--- src/hdl/izh_div.sv ---
// pipelined signed / unsigned divide, truncating toward zero
module izh_div #(
   parameter int IN_W      = 50,
   parameter int MAG_W     = 52,
   parameter int STEP_BITS = 4,
   parameter int DIV_W     = 7,
   localparam int STAGES   = MAG_W / STEP_BITS
) (
   input  logic                   clock,
   input  logic [STAGES:0]        en,
   input  logic signed [IN_W-1:0] dividend,
   input  logic [DIV_W-1:0]       divisor,
   output logic                   q_neg,
   output logic [MAG_W-1:0]       q_mag
);

   logic             neg_ff [0:STAGES];
   logic [MAG_W-1:0] num_ff [0:STAGES];
   logic [DIV_W-1:0] rem_ff [0:STAGES];
   logic [MAG_W-1:0] num_in [1:STAGES];
   logic [DIV_W-1:0] rem_in [1:STAGES];
   logic signed [MAG_W-1:0] ext;

   assign ext = MAG_W'(dividend);

   // sign and magnitude stage
   always_ff @(posedge clock) begin
      if (en[0]) begin
         neg_ff[0] <= dividend[IN_W-1];
         num_ff[0] <= dividend[IN_W-1] ? MAG_W'(-ext) : MAG_W'(ext);
         rem_ff[0] <= '0;
      end
   end

   for (genvar s = 1; s <= STAGES; s++) begin : g_stage
      always_comb begin
         logic [DIV_W:0]   t;
         logic [MAG_W-1:0] n;
         logic [DIV_W-1:0] r;
         n = num_ff[s-1];
         r = rem_ff[s-1];
         for (int b = 0; b < STEP_BITS; b++) begin
            t = {r, n[MAG_W-1]};
            n = {n[MAG_W-2:0], 1'b0};
            if (t >= {1'b0, divisor}) begin
               t    = t - {1'b0, divisor};
               n[0] = 1'b1;
            end
            r = t[DIV_W-1:0];
         end
         num_in[s] = n;
         rem_in[s] = r;
      end

      always_ff @(posedge clock) begin
         if (en[s]) begin
            neg_ff[s] <= neg_ff[s-1];
            num_ff[s] <= num_in[s];
            rem_ff[s] <= rem_in[s];
         end
      end
   end

   assign q_neg = neg_ff[STAGES];
   assign q_mag = num_ff[STAGES];

endmodule

--- config.mk ---
export PLATFORM = sky130hd
export DESIGN_NAME = izh_div
export DESIGN_NICKNAME = d
export VERILOG_FILES = /design/src/hdl/izh_div.sv
export SDC_FILE = /design/constraint.sdc
export NUM_CORES = 1
export LEC_CHECK = 0
export BUFFER_PORTS_ARGS = -buffer_cell sky130_fd_sc_hd__buf_4
export CAP_MARGIN = 0
export CORE_MARGIN = 4
export CORE_UTILIZATION = 35
export DETAILED_ROUTE_END_ITERATION = 10
export PLACE_DENSITY = 0.55
export SETUP_SLACK_MARGIN = 0.1
export SYNTH_ARGS = -nofsm -noshare
export SYNTH_HDL_FRONTEND = slang
export SYNTH_SLANG_ARGS = --single-unit
--- constraint.sdc ---
create_clock -name clock -period 27.3 [get_ports clock]
set_input_delay 2.73 -clock clock [delete_from_list [all_inputs] [get_ports clock]]
set_output_delay 2.73 -clock clock [all_outputs]
set_load 0.01 [all_outputs]
Word level (Yosys, flattened, before mapping) --
Memories as Yosys holds them, arrays and structs flattened. Cells that the tools add are included.
Storage, ports and cells: memories kept 3, memory bits (writable) 840, flip-flop bits (word level) 0, word-level logic and storage cells 241
Memories:
- num_ff | words 14, bits a word 52, rd ports 14, clocked after Yosys merged registers in 0, write ports 14, line 18 | logic [MAG_W-1:0] num_ff [0:STAGES];
- rem_ff | words 14, bits a word 7, rd ports 13, clocked after Yosys merged registers in 0, write ports 14, line 19 | logic [DIV_W-1:0] rem_ff [0:STAGES];
- neg_ff | words 14, bits a word 1, rd ports 14, clocked after Yosys merged registers in 0, write ports 14, line 17 | logic neg_ff [0:STAGES];
Cells by class: mux-type cells 133, magnitude comparators 52, add/subtract/negate cells 53
Operator list (count):
- $ge 8x7->1 | 52
- $mux 7 | 52
- $sub 7x7->7 | 52
- $mux 1 | 80
- $mux 52 | 1
- $neg 50->52 | 1

Longest topological paths before layout --
An unclocked memory read counts as a cell.
depth in word-level cells 9, depth in mapped cells 39, depth with buffers taken out 38

Least setup slack after synthesis --
No wires, ideal clock.
path kind input to register, from in divisor[1], to mem rem_ff[2][1] (netlist: rem_ff[0][15]) (data pin), cell stages on the path 31, data arrival time 11.567 ns, slack 15.472 ns, data required time 27.039 ns, library setup time 0.261 ns, cells stage by stage inv_1 > ha_1 > nand3_1 > o21ai_0 > a31oi_1 > mux2_2 > ha_1 > o21ai_0 > a21oi_1 > o21a_1 > o21ai_0 > and2_1 > clkbuf_1 > mux2i_1 > ha_1 > nor2b_1 > o21ai_0 > a21boi_0 > o21a_1 > o31a_1 > a311oi_4 > clkbuf_1 > a21oi_1 > fa_1 > nor2b_1 > o21a_1 > o21ai_0 > a31oi_1 > a21oi_1 > and2_4 > o311a_1
RTL lines:
- from (decl) | line 12 | input logic [DIV_W-1:0] divisor,
- to (decl) | line 19

==> results by group <==
STA
  • Slew @ Worst Pin: between 0.9 and 1 ns
  • RSZ-0062 raised after global routing: false
  • Count of final hold-check violations: 0
  • Achievable Freq: slightly above 0.08 GHz
  • Final setup viols: 0
  • Min Clock Period, post-route: 12.15 ns
  • Setup_tns: 0 ns
  • Final setup skew: roughly 0.03 ns
  • Slew Limit Fails: 0
  • Max-slew headroom: a little under two fifths
  • Period utilization: between 40 and 50%

Placed design
  • GPL Wtd Cong: 0.856
  • Dpl hpwl: a little under 70 mm
  • Placed Area: approximately 0.048 mm^2
  • I/O Buffers: roughly 120

Floorplan
  • IO Count: approximately 130
  • Die Span Y: between 300 and 400 um
  • Row cnt: approximately 130
  • Die Area: 0.135 mm^2
  • Die Wd: 368 um
  • Initial Utilization: around 35%
  • Core ar.: about 0.13 mm^2

Routing
  • Ratio of routed vias to standard cells: approximately 5.0
  • Routed WL: a little under 100 mm
  • DR DRC count: 0
  • Routed via count: about 28000
  • 1st-pass router iterations: 5
  • Drt initial violations: between 1500 and 2000
  • Avg WL per Cell: 17.6 um
  • Routed Antenna Nets: 0

GRT
  • Largest net degree at the start of global routing: between 60 and 70
  • First-pass GRT wire length: between 150 and 200 mm
  • Number of global-route vias before repair: 27800
  • Initial antenna violation count: 0
  • GRT Total Usage: about 14%
  • Global route overflow: 0

Critical path
  • Worst setup SP type: primary input
  • Worst R2R Setup Slack: between 15 and 20 ns
  • Reg2Reg Capture Point: rem_ff[0][15]
  • Critical Path Fanout Max: 24
  • CP most frequent cell: o21ai_0
  • WP data required: 27.73 ns
  • Critical R2R Launch: num_ff[0][103]
  • CP max stage delay: 0.73 ns
  • Setup crit end kind: flip-flop
  • Worst reg-to-reg path cell count: 33
  • Worst path slowest cell: a311oi_4
  • Worst Path Class, Setup: in -> reg
  • WP data arrival: between 10 and 15 ns

Outcome
  • Status: complete, no violations

Synthesis
  • Post-synth EDFFs: between 800 and 900
  • Syn Area/Cell: between 10 and 15 um^2
  • Fraction of registers with async set/reset: 0%
  • Seq cells post-synth: 826
  • Synth Flop Type: edfxtp_1
  • Yosys Warn Count: 0
  • Synth Instances: ~3600
  • Sequential fraction of the synthesis area: a little over half
  • Synth unique cells: 103
  • Synthesized area: roughly 0.045 mm^2

Layout
  • Area growth from synthesis to layout: 13.0%
  • Final Util: around 40%
  • Share of layout cells above drive strength 1: between 10 and 15%
  • Finished Cell Area: 0.0512 mm^2
  • Diodes inserted: 0
  • NumNets Final: 4222

CTS
  • CTS H-tree lvls: 3
  • Cts hold-fix bufs: 0
  • Clock Latency Late Sink: about 0.70 ns
  • CTS tree: done
  • Root Driver: clkbuf_16
  • Resize count post-CTS: 0
  • TritonCTS buffer count: 95
  • Clock transition at the registers of the reported paths: roughly 0.06 ns
  • Longest Clk Path Bufs: 3
  • Setup Fix Bufs, Post-CTS: 0
  • Clock sinks: 826

Min path
  • Hold EP: num_ff[1][127]
  • Tightest Hold Check Type: reg -> reg
  • Min-delay src: num_ff[1][71]
  • WHS Path Cells: 0

Job
  • Max-Cap Viols: 0
worst max path at each step:
stage,endpoint,slack [ns],startpoint,depth (start not counted)
6_report,rem_ff[0][15],15.15,divisor[1],34
5_1_grt,rem_ff[0][15],14.57,divisor[1],34
4_1_cts,rem_ff[0][15],15.27,divisor[1],34
3_5_place_dp,rem_ff[0][15],14.58,divisor[1],34
3_3_place_gp,rem_ff[0][50],14.74,divisor[1],33
2_1_floorplan,rem_ff[0][15],15.47,divisor[1],31
flip-flops by register name, summed over array words and instances (netlist names):
register / cells
neg_ff: 14
num_ff: 728
rem_ff: 84
synth_stat cells, drive strengths merged, types with 21 or more instances:
| master | count | area, um^2 |
|---|---|---|
| edfxtp | 826 | 24800 |
| ha | 360 | 4500 |
| inv | 256 | 961 |
| o21ai | 196 | 992 |
| nor2 | 169 | 634 |
| nand2 | 156 | 586 |
| a21oi | 140 | 716 |
| xnor2 | 133 | 1160 |
| mux2 | 106 | 1200 |
| nor2b | 99 | 619 |
| nand3 | 95 | 475 |
| o21a | 79 | 593 |
| buf | 70 | 479 |
| xor2 | 58 | 508 |
| a21o | 57 | 428 |
| mux2i | 57 | 571 |
| nor3 | 56 | 308 |
| fa | 50 | 1000 |
| nand2b | 47 | 302 |
| a211oi | 38 | 343 |
| nand4 | 38 | 244 |
| or3 | 34 | 228 |
| o31ai | 33 | 248 |
| and2 | 31 | 196 |
| o211ai | 26 | 200 |
| a31oi | 25 | 201 |
| o31a | 25 | 219 |
| o311ai | 21 | 201 |
| or2 | 21 | 131 |
metal layers:
metal	track usage (%)	up-vias	part of all wire, %
li1	-	13900	-
met1	19.9	13300	48
met5	0	-	0
met4	3.81	0	2.0
met3	2.45	136	4.1
met2	23.2	514	46
placed cells by master (no fill, tap or decap), types with 28 or more instances in the layout:
| master | netlist | final |
|---|---|---|
| ha_1 | 360 | 360 |
| mux2_2 | 105 | 105 |
| and2_1 | 30 | 30 |
| fa_1 | 50 | 50 |
| nor2_1 | 169 | 169 |
| xnor2_1 | 133 | 133 |
| buf_4 | 52 | 149 |
| nand2b_1 | 46 | 46 |
| a211oi_1 | 31 | 31 |
| o21ai_0 | 188 | 188 |
| o21a_1 | 79 | 79 |
| edfxtp_1 | 826 | 826 |
| nand4_1 | 37 | 37 |
| mux2i_1 | 57 | 57 |
| o31ai_1 | 33 | 33 |
| xor2_1 | 58 | 58 |
| a21oi_1 | 136 | 136 |
| nor2b_1 | 99 | 99 |
| nor3_1 | 53 | 53 |
| or3_1 | 28 | 28 |
| inv_1 | 250 | 244 |
| nand2_1 | 156 | 156 |
| nand3_1 | 95 | 95 |
| clkbuf_16 | 0 | 97 |
| a21o_1 | 57 | 57 |
cell type report:
type                       count  area [um^2]
tap                         1729         2160
timing repair buffer         151         1160
sequential                   826        24800
clock buffer                 108         2470
clock inverter                69          637
inverter                     258          970
multi-input combinational   2408        19000
fill                       12200        76900
critical path, delay by kind of cell:
family	cells	cell delay (ns)
AOI/OAI and AO/OA	17	4.86
adders and majority gates	4	1.37
buffers and inverters	5	1.45
muxes	2	0.86
and+or+nand+nor	6	1.25
cells by family after synthesis:
| family | Yosys count | synth area share [%] |
|---|---|---|
| mux | 163 | 3.90 |
| xor+xnor | 191 | 3.69 |
| flops | 826 | 54.7 |
| compound gates | 805 | 12.4 |
| buf+inv | 345 | 3.33 |
| simple gates | 837 | 9.82 |
| other cells | 1 | 0.00827 |
| fa+ha+maj | 410 | 12.1 |
metrics by stage:
step	hold slack [ns]	instances	worst slack, ns
detailed placement	0.405	5372	14.58
finish	0.409	5549	15.15
global route	0.417	5549	14.57
CTS	0.408	5549	15.27
global placement	0.400	5372	14.74
floorplan	0.400	3579	15.47
Power is not shown: default switching activity piles up to over one toggle a cycle in this logic, so the estimate is an artifact.
